===== config.mk =====
export PLATFORM = sky130hd
export DESIGN_NAME = gsm_septet_unpacker_hex_core
export DESIGN_NICKNAME = d
export VERILOG_FILES = /design/src/rtl/gsu_pkg.sv /design/src/rtl/gsu_front.sv /design/src/rtl/gsu_cmd_q.sv /design/src/rtl/gsu_back.sv /design/src/rtl/gsu_res_q.sv /design/src/rtl/gsm_septet_unpacker_hex_core.sv
export VERILOG_INCLUDE_DIRS = /design/src /design/src/rtl
export SDC_FILE = /design/constraint.sdc
export NUM_CORES = 1
export LEC_CHECK = 0
export BUFFER_PORTS_ARGS = -buffer_cell sky130_fd_sc_hd__buf_2
export CAP_MARGIN = 10
export CORE_UTILIZATION = 40
export CTS_CLUSTER_SIZE = 28
export DETAILED_ROUTE_END_ITERATION = 10
export SYNTH_ARGS = -nofsm -noshare
export SYNTH_HDL_FRONTEND = slang
export SYNTH_HIERARCHICAL = 1
export SYNTH_SLANG_ARGS = --single-unit

===== constraint.sdc =====
create_clock -name i_clk -period 4.1 [get_ports i_clk]
set_input_delay 0.205 -clock i_clk [delete_from_list [all_inputs] [get_ports i_clk]]
set_output_delay 0.205 -clock i_clk [all_outputs]
set_load 0.005 [all_outputs]

===== src/rtl/gsm_septet_unpacker_hex_core_assert.svh =====
// Assertion macros shared by the septet unpacker RTL.
// Each macro takes a label, the clock, the active-low reset, a condition and a consequence.
`ifndef GSM_SEPTET_UNPACKER_HEX_CORE_ASSERT_SVH
`define GSM_SEPTET_UNPACKER_HEX_CORE_ASSERT_SVH
`ifndef SYNTHESIS
`define GSU_ASSERT_IMP(name, clk, rst_n, ante, cons) \
    name: assert property (@(posedge clk) disable iff (!rst_n) (ante) |-> (cons)) \
        else $error("same-cycle check failed");
`define GSU_ASSERT_NXT(name, clk, rst_n, ante, cons) \
    name: assert property (@(posedge clk) disable iff (!rst_n) (ante) |=> (cons)) \
        else $error("next-cycle check failed");
`else
`define GSU_ASSERT_IMP(name, clk, rst_n, ante, cons)
`define GSU_ASSERT_NXT(name, clk, rst_n, ante, cons)
`endif
`endif


===== src/rtl/gsu_pkg.sv =====
package gsu_pkg;

    typedef struct packed {
        logic [7:0] char_code;
        logic       start_req;
    } t_in_word;

    typedef struct packed {
        logic [6:0] septet;
        logic       last;
        logic       bad_char;
    } t_out_word;

    // What the front end makes of one character.
    typedef enum logic [1:0] {
        CMD_NONE  = 2'd0,
        CMD_BAD   = 2'd1,
        CMD_OCTET = 2'd2
    } t_cmd_kind;

    typedef struct packed {
        logic       start;
        t_cmd_kind  kind;
        logic [7:0] octet;
    } t_cmd;

    typedef enum logic [1:0] {
        PH_IDLE = 2'd0,
        PH_LEN  = 2'd1,
        PH_DATA = 2'd2
    } t_phase;

    // Up to two result writes per command from the back end into the result queue.
    typedef struct packed {
        logic      en0;
        logic      en1;
        t_out_word d0;
        t_out_word d1;
    } t_res_wr;

    localparam logic [2:0] BITPOS_RESET = 3'd7;

    // Returns {valid, value} for an ASCII hex digit.
    function automatic logic [4:0] hex_decode(input logic [7:0] c);
        logic [4:0] r;
        r = 5'd0;
        if (c >= 8'h30 && c <= 8'h39) begin
            r = {1'b1, c[3:0]};
        end else if ((c >= 8'h41 && c <= 8'h46) || (c >= 8'h61 && c <= 8'h66)) begin
            r = {1'b1, c[3:0] + 4'd9};
        end
        return r;
    endfunction

endpackage


===== src/rtl/gsu_front.sv =====
module gsu_front (
    input  logic             i_clk,
    input  logic             i_rst_n,
    input  logic             i_accept,
    input  gsu_pkg::t_in_word i_in_word,
    output logic             o_cmd_valid,
    output gsu_pkg::t_cmd    o_cmd
);

    logic [3:0] r_high_nibble;
    logic [3:0] n_high_nibble;
    logic       r_nibble_pending;
    logic       n_nibble_pending;
    logic [4:0] dec;
    logic       pending_eff;

    always_comb begin
        dec              = gsu_pkg::hex_decode(i_in_word.char_code);
        // A start mark always makes this character the first digit of a pair.
        pending_eff      = r_nibble_pending && !i_in_word.start_req;
        n_high_nibble    = r_high_nibble;
        n_nibble_pending = pending_eff;
        o_cmd.start      = i_in_word.start_req;
        o_cmd.octet      = {r_high_nibble, dec[3:0]};
        if (!dec[4]) begin
            o_cmd.kind       = gsu_pkg::CMD_BAD;
            n_nibble_pending = 1'b0;
        end else if (!pending_eff) begin
            o_cmd.kind       = gsu_pkg::CMD_NONE;
            n_high_nibble    = dec[3:0];
            n_nibble_pending = 1'b1;
        end else begin
            o_cmd.kind       = gsu_pkg::CMD_OCTET;
            n_nibble_pending = 1'b0;
        end
        o_cmd_valid = i_accept && (i_in_word.start_req || (o_cmd.kind != gsu_pkg::CMD_NONE));
    end

    always_ff @(posedge i_clk) begin
        if (!i_rst_n) begin
            r_nibble_pending <= 1'b0;
        end else if (i_accept) begin
            r_nibble_pending <= n_nibble_pending;
        end
    end

    always_ff @(posedge i_clk) begin
        if (i_accept) begin
            r_high_nibble <= n_high_nibble;
        end
    end

endmodule


===== src/rtl/gsu_cmd_q.sv =====
module gsu_cmd_q #(
    parameter int DEPTH = 2
) (
    input  logic          i_clk,
    input  logic          i_rst_n,
    input  logic          i_push,
    input  gsu_pkg::t_cmd i_cmd,
    input  logic          i_pop,
    output logic          o_full,
    output logic          o_valid,
    output gsu_pkg::t_cmd o_cmd
);

    localparam int PTR_W = $clog2(DEPTH);
    localparam int CNT_W = $clog2(DEPTH + 1);

    gsu_pkg::t_cmd    r_mem [DEPTH];
    logic [PTR_W-1:0] r_wr_ptr;
    logic [PTR_W-1:0] r_rd_ptr;
    logic [CNT_W-1:0] r_count;
    logic             push_fire;
    logic             pop_fire;

    assign o_full    = (r_count == CNT_W'(DEPTH));
    assign o_valid   = (r_count != '0);
    assign o_cmd     = r_mem[r_rd_ptr];
    assign push_fire = i_push && !o_full;
    assign pop_fire  = i_pop && o_valid;

    always_ff @(posedge i_clk) begin
        if (!i_rst_n) begin
            r_wr_ptr <= '0;
            r_rd_ptr <= '0;
            r_count  <= '0;
        end else begin
            if (push_fire) begin
                r_wr_ptr <= r_wr_ptr + PTR_W'(1);
            end
            if (pop_fire) begin
                r_rd_ptr <= r_rd_ptr + PTR_W'(1);
            end
            r_count <= r_count + CNT_W'(push_fire) - CNT_W'(pop_fire);
        end
    end

    always_ff @(posedge i_clk) begin
        if (push_fire) begin
            r_mem[r_wr_ptr] <= i_cmd;
        end
    end

endmodule


===== src/rtl/gsu_back.sv =====
`include "gsm_septet_unpacker_hex_core_assert.svh"

module gsu_back (
    input  logic             i_clk,
    input  logic             i_rst_n,
    input  logic             i_cmd_valid,
    input  gsu_pkg::t_cmd    i_cmd,
    input  logic             i_room,
    output logic             o_cmd_pop,
    output gsu_pkg::t_res_wr o_wr
);

    gsu_pkg::t_phase r_phase;
    gsu_pkg::t_phase n_phase;
    logic [7:0]      r_left;
    logic [7:0]      n_left;
    logic [2:0]      r_bitpos;
    logic [2:0]      n_bitpos;
    logic [6:0]      r_carry;
    logic [6:0]      n_carry;

    gsu_pkg::t_phase e_phase;
    logic [7:0]      e_left;
    logic [2:0]      e_bitpos;
    logic [6:0]      e_carry;
    logic [2:0]      shift;
    logic [7:0]      shifted;
    logic [7:0]      high_part;
    logic [6:0]      sep0;
    logic [6:0]      carry_new;
    logic [7:0]      left1;
    logic [7:0]      left2;
    logic            wrap;
    logic            second;

    assign o_cmd_pop = i_cmd_valid && i_room;

    // State as seen after an optional start mark, and the unpacking arithmetic.
    always_comb begin
        e_phase   = i_cmd.start ? gsu_pkg::PH_LEN : r_phase;
        e_left    = i_cmd.start ? 8'd0 : r_left;
        e_bitpos  = i_cmd.start ? gsu_pkg::BITPOS_RESET : r_bitpos;
        e_carry   = i_cmd.start ? 7'd0 : r_carry;
        shift     = (e_bitpos == 3'd0) ? 3'd7 : e_bitpos;
        shifted   = i_cmd.octet << (3'd7 - shift);
        high_part = i_cmd.octet >> shift;
        sep0      = e_carry | shifted[6:0];
        carry_new = high_part[6:0];
        left1     = e_left - 8'd1;
        left2     = e_left - 8'd2;
        wrap      = (shift == 3'd1);
        second    = wrap && (left1 != 8'd0);
    end

    // Next state.
    always_comb begin
        n_phase  = r_phase;
        n_left   = r_left;
        n_bitpos = r_bitpos;
        n_carry  = r_carry;
        if (o_cmd_pop) begin
            n_phase  = e_phase;
            n_left   = e_left;
            n_bitpos = e_bitpos;
            n_carry  = e_carry;
            unique case (i_cmd.kind)
                gsu_pkg::CMD_BAD: begin
                    n_phase = gsu_pkg::PH_IDLE;
                end
                gsu_pkg::CMD_OCTET: begin
                    if (e_phase == gsu_pkg::PH_LEN) begin
                        n_left  = i_cmd.octet;
                        n_phase = (i_cmd.octet == 8'd0) ? gsu_pkg::PH_IDLE : gsu_pkg::PH_DATA;
                    end else if (e_phase == gsu_pkg::PH_DATA) begin
                        n_left   = second ? left2 : left1;
                        n_carry  = wrap ? 7'd0 : carry_new;
                        n_bitpos = wrap ? gsu_pkg::BITPOS_RESET : shift - 3'd1;
                        if ((left1 == 8'd0) || (second && (left2 == 8'd0))) begin
                            n_phase = gsu_pkg::PH_IDLE;
                        end
                    end
                end
                gsu_pkg::CMD_NONE: begin
                end
                default: begin
                end
            endcase
        end
    end

    // Result writes.
    always_comb begin
        o_wr = '0;
        if (o_cmd_pop) begin
            unique case (i_cmd.kind)
                gsu_pkg::CMD_BAD: begin
                    if (e_phase != gsu_pkg::PH_IDLE) begin
                        o_wr.en0         = 1'b1;
                        o_wr.d0.bad_char = 1'b1;
                    end
                end
                gsu_pkg::CMD_OCTET: begin
                    if (e_phase == gsu_pkg::PH_DATA) begin
                        o_wr.en0       = 1'b1;
                        o_wr.d0.septet = sep0;
                        o_wr.d0.last   = (left1 == 8'd0);
                        o_wr.en1       = second;
                        o_wr.d1.septet = carry_new;
                        o_wr.d1.last   = (left2 == 8'd0);
                    end
                end
                gsu_pkg::CMD_NONE: begin
                end
                default: begin
                end
            endcase
        end
    end

    always_ff @(posedge i_clk) begin
        if (!i_rst_n) begin
            r_phase  <= gsu_pkg::PH_IDLE;
            r_left   <= 8'd0;
            r_bitpos <= gsu_pkg::BITPOS_RESET;
            r_carry  <= 7'd0;
        end else begin
            r_phase  <= n_phase;
            r_left   <= n_left;
            r_bitpos <= n_bitpos;
            r_carry  <= n_carry;
        end
    end

    `GSU_ASSERT_IMP(a_second_needs_first, i_clk, i_rst_n, o_wr.en1, o_wr.en0)
    `GSU_ASSERT_IMP(a_no_septet_past_last, i_clk, i_rst_n, o_wr.en1, !o_wr.d0.last)
    `GSU_ASSERT_IMP(a_write_has_room, i_clk, i_rst_n, o_wr.en0, i_room)
    `GSU_ASSERT_NXT(a_idle_after_end, i_clk, i_rst_n, o_wr.en0 && (o_wr.d0.last || o_wr.d0.bad_char), r_phase == gsu_pkg::PH_IDLE)

endmodule


===== src/rtl/gsu_res_q.sv =====
module gsu_res_q #(
    parameter int DEPTH = 4
) (
    input  logic              i_clk,
    input  logic              i_rst_n,
    input  gsu_pkg::t_res_wr  i_wr,
    input  logic              i_pop,
    output logic              o_room,
    output logic              o_empty,
    output gsu_pkg::t_out_word o_word
);

    localparam int PTR_W = $clog2(DEPTH);
    localparam int CNT_W = $clog2(DEPTH + 1);

    gsu_pkg::t_out_word r_mem [DEPTH];
    logic [PTR_W-1:0]   r_wr_ptr;
    logic [PTR_W-1:0]   r_rd_ptr;
    logic [CNT_W-1:0]   r_count;
    logic               pop_fire;

    // Room means space for the two results one octet can produce.
    assign o_room   = (r_count <= CNT_W'(DEPTH - 2));
    assign o_empty  = (r_count == '0);
    assign o_word   = r_mem[r_rd_ptr];
    assign pop_fire = i_pop && !o_empty;

    always_ff @(posedge i_clk) begin
        if (!i_rst_n) begin
            r_wr_ptr <= '0;
            r_rd_ptr <= '0;
            r_count  <= '0;
        end else begin
            r_wr_ptr <= r_wr_ptr + PTR_W'(i_wr.en0) + PTR_W'(i_wr.en1);
            if (pop_fire) begin
                r_rd_ptr <= r_rd_ptr + PTR_W'(1);
            end
            r_count <= r_count + CNT_W'(i_wr.en0) + CNT_W'(i_wr.en1) - CNT_W'(pop_fire);
        end
    end

    always_ff @(posedge i_clk) begin
        if (i_wr.en0) begin
            r_mem[r_wr_ptr] <= i_wr.d0;
        end
        if (i_wr.en1) begin
            r_mem[r_wr_ptr + PTR_W'(1)] <= i_wr.d1;
        end
    end

endmodule


===== src/rtl/gsm_septet_unpacker_hex_core.sv =====
// Channel   Direction  Handshake     Word
// input     in         push / full   i_in_word  (char_code, start_req)
// result    out        pop / empty   o_out_word (septet, last, bad_char)
//
// One character is taken per clock while full is low; the front end never stalls on its own.
// A result passes through the command queue and then the result queue before it shows on the outputs.
// An octet needs two characters and yields at most two words, so with pop held high the
// result queue never backs up and full stays low, even on the octet with the eighth septet.
// When the reader stalls, the back end waits once the result queue holds more than two words,
// two commands collect and full rises until words are popped again.
// Reset is synchronous and active low and clears both queues and the message state at once.

module gsm_septet_unpacker_hex_core #(
    parameter int CMD_DEPTH = 2,
    parameter int RES_DEPTH = 4
) (
    input  logic               i_clk,
    input  logic               i_rst_n,
    input  logic               push,
    output logic               full,
    input  gsu_pkg::t_in_word  i_in_word,
    output logic               empty,
    input  logic               pop,
    output gsu_pkg::t_out_word o_out_word
);

    logic             accept;
    logic             front_valid;
    gsu_pkg::t_cmd    front_cmd;
    logic             cmd_valid;
    gsu_pkg::t_cmd    cmd_head;
    logic             cmd_pop;
    logic             res_room;
    gsu_pkg::t_res_wr res_wr;

    // The character is taken whenever the command queue has a free slot, even if it
    // produces no command (first digit of a pair).
    assign accept = push && !full;

    // Front end: hex decoding and pairing of digits into octets.
    gsu_front u_front (
        .i_clk       (i_clk),
        .i_rst_n     (i_rst_n),
        .i_accept    (accept),
        .i_in_word   (i_in_word),
        .o_cmd_valid (front_valid),
        .o_cmd       (front_cmd)
    );

    // Short command queue that decouples the front end from the unpacker.
    gsu_cmd_q #(
        .DEPTH (CMD_DEPTH)
    ) u_cmd_q (
        .i_clk   (i_clk),
        .i_rst_n (i_rst_n),
        .i_push  (front_valid),
        .i_cmd   (front_cmd),
        .i_pop   (cmd_pop),
        .o_full  (full),
        .o_valid (cmd_valid),
        .o_cmd   (cmd_head)
    );

    // Back end: length capture, septet unpacking, count tracking and the idle rule.
    // It takes a command only when the result queue can absorb two words.
    gsu_back u_back (
        .i_clk       (i_clk),
        .i_rst_n     (i_rst_n),
        .i_cmd_valid (cmd_valid),
        .i_cmd       (cmd_head),
        .i_room      (res_room),
        .o_cmd_pop   (cmd_pop),
        .o_wr        (res_wr)
    );

    // Result queue feeding the output port, oldest word first.
    gsu_res_q #(
        .DEPTH (RES_DEPTH)
    ) u_res_q (
        .i_clk   (i_clk),
        .i_rst_n (i_rst_n),
        .i_wr    (res_wr),
        .i_pop   (pop),
        .o_room  (res_room),
        .o_empty (empty),
        .o_word  (o_out_word)
    );

endmodule


* Word-level counts from Yosys, hierarchy flattened *
Memory sizes are Yosys's and may differ from the RTL's. A register that Yosys moved wholly into a read port is not among the register bits.
Cells that the tools add are included.

word-level totals
  memories = 2
  logic and storage cells = 121
  register bits after elaboration = 36
  output and inout bits = 11
  memory bits (writable) = 58
  latch bits = 0
  memory bits (read-only) = 0
  input port bits = 13

operators by class
  shifts and indexed selects = 2
  reductions and logical operators = 28
  multiplexer cells = 46
  add/sub/neg operators = 16
  $mul = 0
  bitwise gates (word level) = 2
  equality and inequality tests = 6
  div/mod/pow operators = 0
  order comparisons = 7

memory list
  name           words  bits a word  rd ports  clocked after memory_dff  wr ports  RTL line         RTL
  u_res_q.r_mem  4      9            1         1                         2         gsu_res_q.sv:16  gsu_pkg::t_out_word r_mem [DEPTH];
  u_cmd_q.r_mem  2      11           1         1                         1         gsu_cmd_q.sv:17  gsu_pkg::t_cmd r_mem [DEPTH];

operators with widths
  cell                                                 count
  2-to-1 mux 8 bit                                     7
  2-to-1 mux 7 bit                                     5
  logical NOT 8 bit                                    3
  2-to-1 mux 19 bit                                    1
  2-to-1 mux 2 bit                                     9
  2-to-1 mux 3 bit                                     6
  >= comparator 8 x 7 -> 1 bit, second input constant  2
  <= comparator 8 x 7 -> 1 bit, second input constant  2
  logical AND 1 bit                                    12
  2-to-1 mux 1 bit                                     12
  2-to-1 mux 10 bit                                    1
  2-to-1 mux 5 bit                                     2
  2-to-1 mux 9 bit                                     1
  >= comparator 8 x 6 -> 1 bit, second input constant  1
  <= comparator 8 x 6 -> 1 bit, second input constant  1
  nonzero test 8 bit                                   1
  left shift 8 x 3 -> 7 bit                            1
  right shift 8 x 3 -> 7 bit                           1
  subtractor 8 x 1 -> 8 bit, second input constant     1
  subtractor 8 x 2 -> 8 bit, second input constant     1
  bitwise OR 7 bit                                     1
  adder 2 x 1 -> 2 bit                                 3
  adder 3 x 1 -> 3 bit                                 2
  == test 2 bit, second input constant                 3
  18 further kinds                                     28

* Longest topological paths before layout *
  depth after elaboration = 12
  gate-level depth with buffers = 17
  mapped depth without buffers = 15

* Modules after synthesis *
Netlist, hierarchy kept.

by module, submodules not included
  module                        times used  seq. area each (um^2)  area an instance (um^2)  cells an instance
  gsu_res_q                     1           1261.2                 2282.2                   135
  gsu_back                      1           400.4                  2102.0                   308
  gsu_cmd_q                     1           760.7                  1029.7                   61
  gsu_front                     1           140.1                  367.9                    35
  gsm_septet_unpacker_hex_core  1           0.0                    13.8                     1

* Worst setup path before layout *
Ideal clock, no wire load.

  kind = reg-to-reg
  start point = register (tool-made name)
  end point = memory u_res_q/r_mem[3][0] (netlist name) (enable)
  data arrival time = 3.665 ns
  library setup time = 0.375 ns
  path buffers = 4
  slack = 0.059 ns
  cell stages (with the launch flop) = 16
  required time = 3.725 ns
  clock period less this slack = 4.041 ns
  path through = dfxtp_1 buf_4 mux2_2 clkbuf_1 clkbuf_1 nand2b_1 ha_1 nor4b_1 xor2_1 nor3_1 o2111ai_2 buf_6 nand2_1 nor2_1 mux2i_1 nor2b_1

RTL lines
  what              RTL line
  end: declaration  gsu_res_q.sv:16

==> results.json <==
{
  "outcome": "complete, no violations",
  "dp_slack_ns": 0.437,
  "internal_power_w": 0.00207,
  "synth_ff_type": "edfxtp_1",
  "drive_gt1_frac": 0.226,
  "dieHeight_um": 122,
  "initial_core_util": 0.414,
  "antenna_cells": 0,
  "coreArea_um2": 14000,
  "grt.total_usage": 0.183,
  "pin_count": 24,
  "htree_levels": 3,
  "placed_cell_area_um2": 6030,
  "cts.sinks": 97,
  "area_growth_pct": 9.46,
  "yosys.area_share.adder": 0.0406,
  "crit_path_end_kind": "flop",
  "row_count": 43,
  "io_buffers": 23,
  "fin_nets": 582,
  "gp_congestion": 0.882,
  "fill_cells": 1316,
  "grt_setup_unrepaired": "false",
  "async_reset_ff_frac": 0,
  "slew_headroom": 0.361,
  "ys_seq_area_frac": 0.442,
  "synth-compound-area-share": 0.108,
  "seq_power_share": 0.406,
  "finClkSkew_ns": 0.0101,
  "grt_max_degree": 30,
  "fin_crit_ns": 3.70,
  "synthXorXnorAreaFrac": 0.0212,
  "holdWs_ns": 0.0965,
  "layout_common_cells": "edfxtp_1 (62), nor2_1 (51), nand2_1 (48)",
  "synth_fp_nets": 570,
  "start_kind": "flop",
  "grt.overflow.total": 0,
  "hold_viol_final": 0,
  "post_synth_inst_count": 540,
  "cts_setup_buffers": 0,
  "setup_viol": 0,
  "drtPass1Iterations": 5,
  "hold_start": "i_in_word[0]",
  "num_vias": 4153,
  "grt_pass1_wl_um": 21000,
  "synth-edff-count": 62,
  "cap_violations": 0,
  "arrival_ns": 3.94,
  "fmax_mhz": 270,
  "worstSetupPathType": "reg2reg",
  "hold_depth": 1,
  "yosysWarnings": 6,
  "crit-reg2reg-capture": "u_res_q/r_count[2]",
  "reg2reg_depth": 14,
  "cts_tree": "done",
  "final.setup.worst_slack_ns": 0.397,
  "path_clk_slew_ns": 0.07,
  "antenna_found_initial": 0,
  "slew_violations": 0,
  "cts-resized-gates": 0,
  "tns_ns": 0,
  "syn_area_per_cell_um2": 10.7,
  "max_slew.worst_pin.slew_ns": 0.955,
  "wl_per_cell_um": 17.4,
  "p_per_area_nw_per_um2": 492,
  "fin_area_um2": 6340,
  "synth_mux_area_frac": 0.171,
  "critPathMaxFanout": 9,
  "drt-initial-drc-count": 260,
  "ir_worst_vdd_v": 0.000332,
  "synth_top_family_by_area": "multiplexers",
  "critPathRequiredTime_ns": 4.34,
  "cts_hold_buf": 0,
  "dieArea_um2": 15000,
  "regToRegSetupSlack_ns": 0.40,
  "leakagePower_nw": 2.43,
  "root_buffer": "clkbuf_16",
  "cts_made_buffers": 9,
  "layout_commonest_cell": "edfxtp_1",
  "dp_hpwl_um": 9330,
  "syn_area_um2": 5800,
  "clockPowerShare": 0.279,
  "drt-total-wl_um": 12800,
  "drc": 0,
  "grt_pass1_vias": 4048,
  "vias_per_cell": 5.64,
  "die_width_um": 122,
  "ys_ff_latch": 97,
  "ff_latch_area_um2": 2560,
  "clk_latency_ns": 0.35,
  "max-clock-path-buffers": 2,
  "pwr-share-comb": 0.315,
  "ant_nets": 0,
  "ys_types": 71,
  "netSwitchingFraction": 0.337,
  "holdCritPathClass": "in2reg",
  "multi_input_area_um2": 2950,
  "switching_power_w": 0.00105,
  "hold_path_end": "u_cmd_q/r_mem[0][10]",
  "synth-simple-area-share": 0.168,
  "min_period_over_period": 0.903
}
## per-stage QoR
| stage | utilization | power, W | instances |
|---|---|---|---|
| 2_1_floorplan | - | 0.00198 | 540 |
| 3_3_place_gp | 0.431 | 0.00225 | 721 |
| 3_5_place_dp | 0.431 | 0.00226 | 721 |
| 4_1_cts | 0.453 | 0.00314 | 737 |
| 5_1_grt | 0.453 | 0.00331 | 737 |
| 6_report | 0.453 | 0.00312 | 737 |
## kinds of logic after synthesis
kind of cell             Yosys count
AO/OA/AOI/OAI                     90
XOR/XNOR                          14
adder cells (fa/ha/maj)           17
buffers and inverters             56
flip-flops                        97
multiplexers                      78
other                              1
AND/OR/NAND/NOR                  187
## registers in the layout (all words and copies together) (netlist names), named ones only
signal and cells:
u_back/r_bitpos 3, u_back/r_carry 7, u_back/r_left 8, u_back/r_phase 2, u_cmd_q/r_count 2, u_cmd_q/r_mem 22
u_cmd_q/r_rd_ptr 1, u_cmd_q/r_wr_ptr 1, u_front/r_high_nibble 4, u_front/r_nibble_pending 1, u_res_q/r_count 3, u_res_q/r_mem 36
u_res_q/r_rd_ptr 2, u_res_q/r_wr_ptr 2
## power by group through the flow
| stage | Clock (W) | Sequential [W] | Combinational (W) |
|---|---|---|---|
| global route | 0.000930 | 0.00129 | 0.00109 |
| floorplan | 0 | 0.00122 | 0.000760 |
| finish | 0.000871 | 0.00127 | 0.000981 |
| detailed placement | 0 | 0.00129 | 0.000974 |
| CTS | 0.000890 | 0.00127 | 0.000979 |
| global placement | 0 | 0.00128 | 0.000963 |
## how the worst max path moves through the flow
stage / slack, ns / cells after the start / startpoint / endpoint
after global placement: 0.46 / 15 / u_res_q/r_count[1] / u_res_q/r_count[2]
after global routing: 0.09 / 14 / flop / u_res_q/r_count[2]
after floorplan: 0.06 / 15 / flop / u_res_q/r_mem[3][0]
final: 0.40 / 14 / flop / u_res_q/r_count[2]
after detailed placement: 0.44 / 14 / flop / u_res_q/r_count[2]
after CTS: 0.42 / 14 / flop / u_res_q/r_count[2]
## area by class of cell
| type | instances | share of cell area |
|---|---|---|
| clock buffers | 9 | 0.0355 |
| flip-flops and latches | 97 | 0.404 |
| inverters | 20 | 0.0118 |
| well taps | 180 | 0.0355 |
| multi-input cells | 387 | 0.465 |
| repair buffers | 37 | 0.0347 |
| clock inverters | 7 | 0.0132 |
## cell usage after synthesis (all sizes together) (2+ instances only)
master | count | area, um^2
a2111oi | 2 | 30.0
or3 | 2 | 12.5
o21bai | 2 | 15.0
nor4b | 4 | 50.1
mux4 | 9 | 203
nor3b | 2 | 20.0
inv | 20 | 75.1
nand4 | 4 | 25.0
dfxtp | 35 | 701
mux2i | 20 | 200
buf | 18 | 139
nor2 | 52 | 198
o21a | 3 | 23.8
ha | 14 | 175
mux2 | 49 | 586
edfxtp | 62 | 1860
o31a | 2 | 17.5
a211oi | 3 | 35.0
and3 | 8 | 50.1
nor2b | 12 | 82.6
fa | 3 | 60.1
o221ai | 2 | 17.5
clkbuf | 18 | 67.6
a21oi | 25 | 125
o21ai | 20 | 100
xor2 | 8 | 70.1
a22oi | 3 | 22.5
o22a | 2 | 17.5
nand3b | 5 | 50.1
a21o | 2 | 15.0
a311oi | 2 | 17.5
nand2 | 48 | 180
a41oi | 2 | 17.5
nand3 | 8 | 45.0
o22ai | 4 | 25.0
nand2b | 16 | 100
nor4 | 2 | 12.5
and2 | 9 | 56.3
a32oi | 3 | 26.3
a221oi | 2 | 23.8
o31ai | 2 | 15.0
nor3 | 12 | 60.1
xnor2 | 6 | 52.6
## layer usage
metal  up-vias  part of all wire  global-route usage
li1       1983                 -                   -
met5         -                 0                   0
met4         0             0.011              0.0556
met3        13             0.064              0.0390
met2       159              0.47               0.293
met1      1998              0.45               0.248
## critical path, stage by stage, from the launching register on
cell and delay (ns):
dfxtp_1 0.37, mux2_2 0.36, inv_1 0.06, ha_1 0.33, nor2b_1 0.26, and3_1 0.39, nor2_1 0.09, nor2_1 0.26
inv_1 0.11, ha_1 0.29, inv_1 0.04, fa_1 0.37, fa_1 0.38, xnor2_1 0.13, and2_1 0.14
Note: power is estimated with default switching activity, not from simulation.
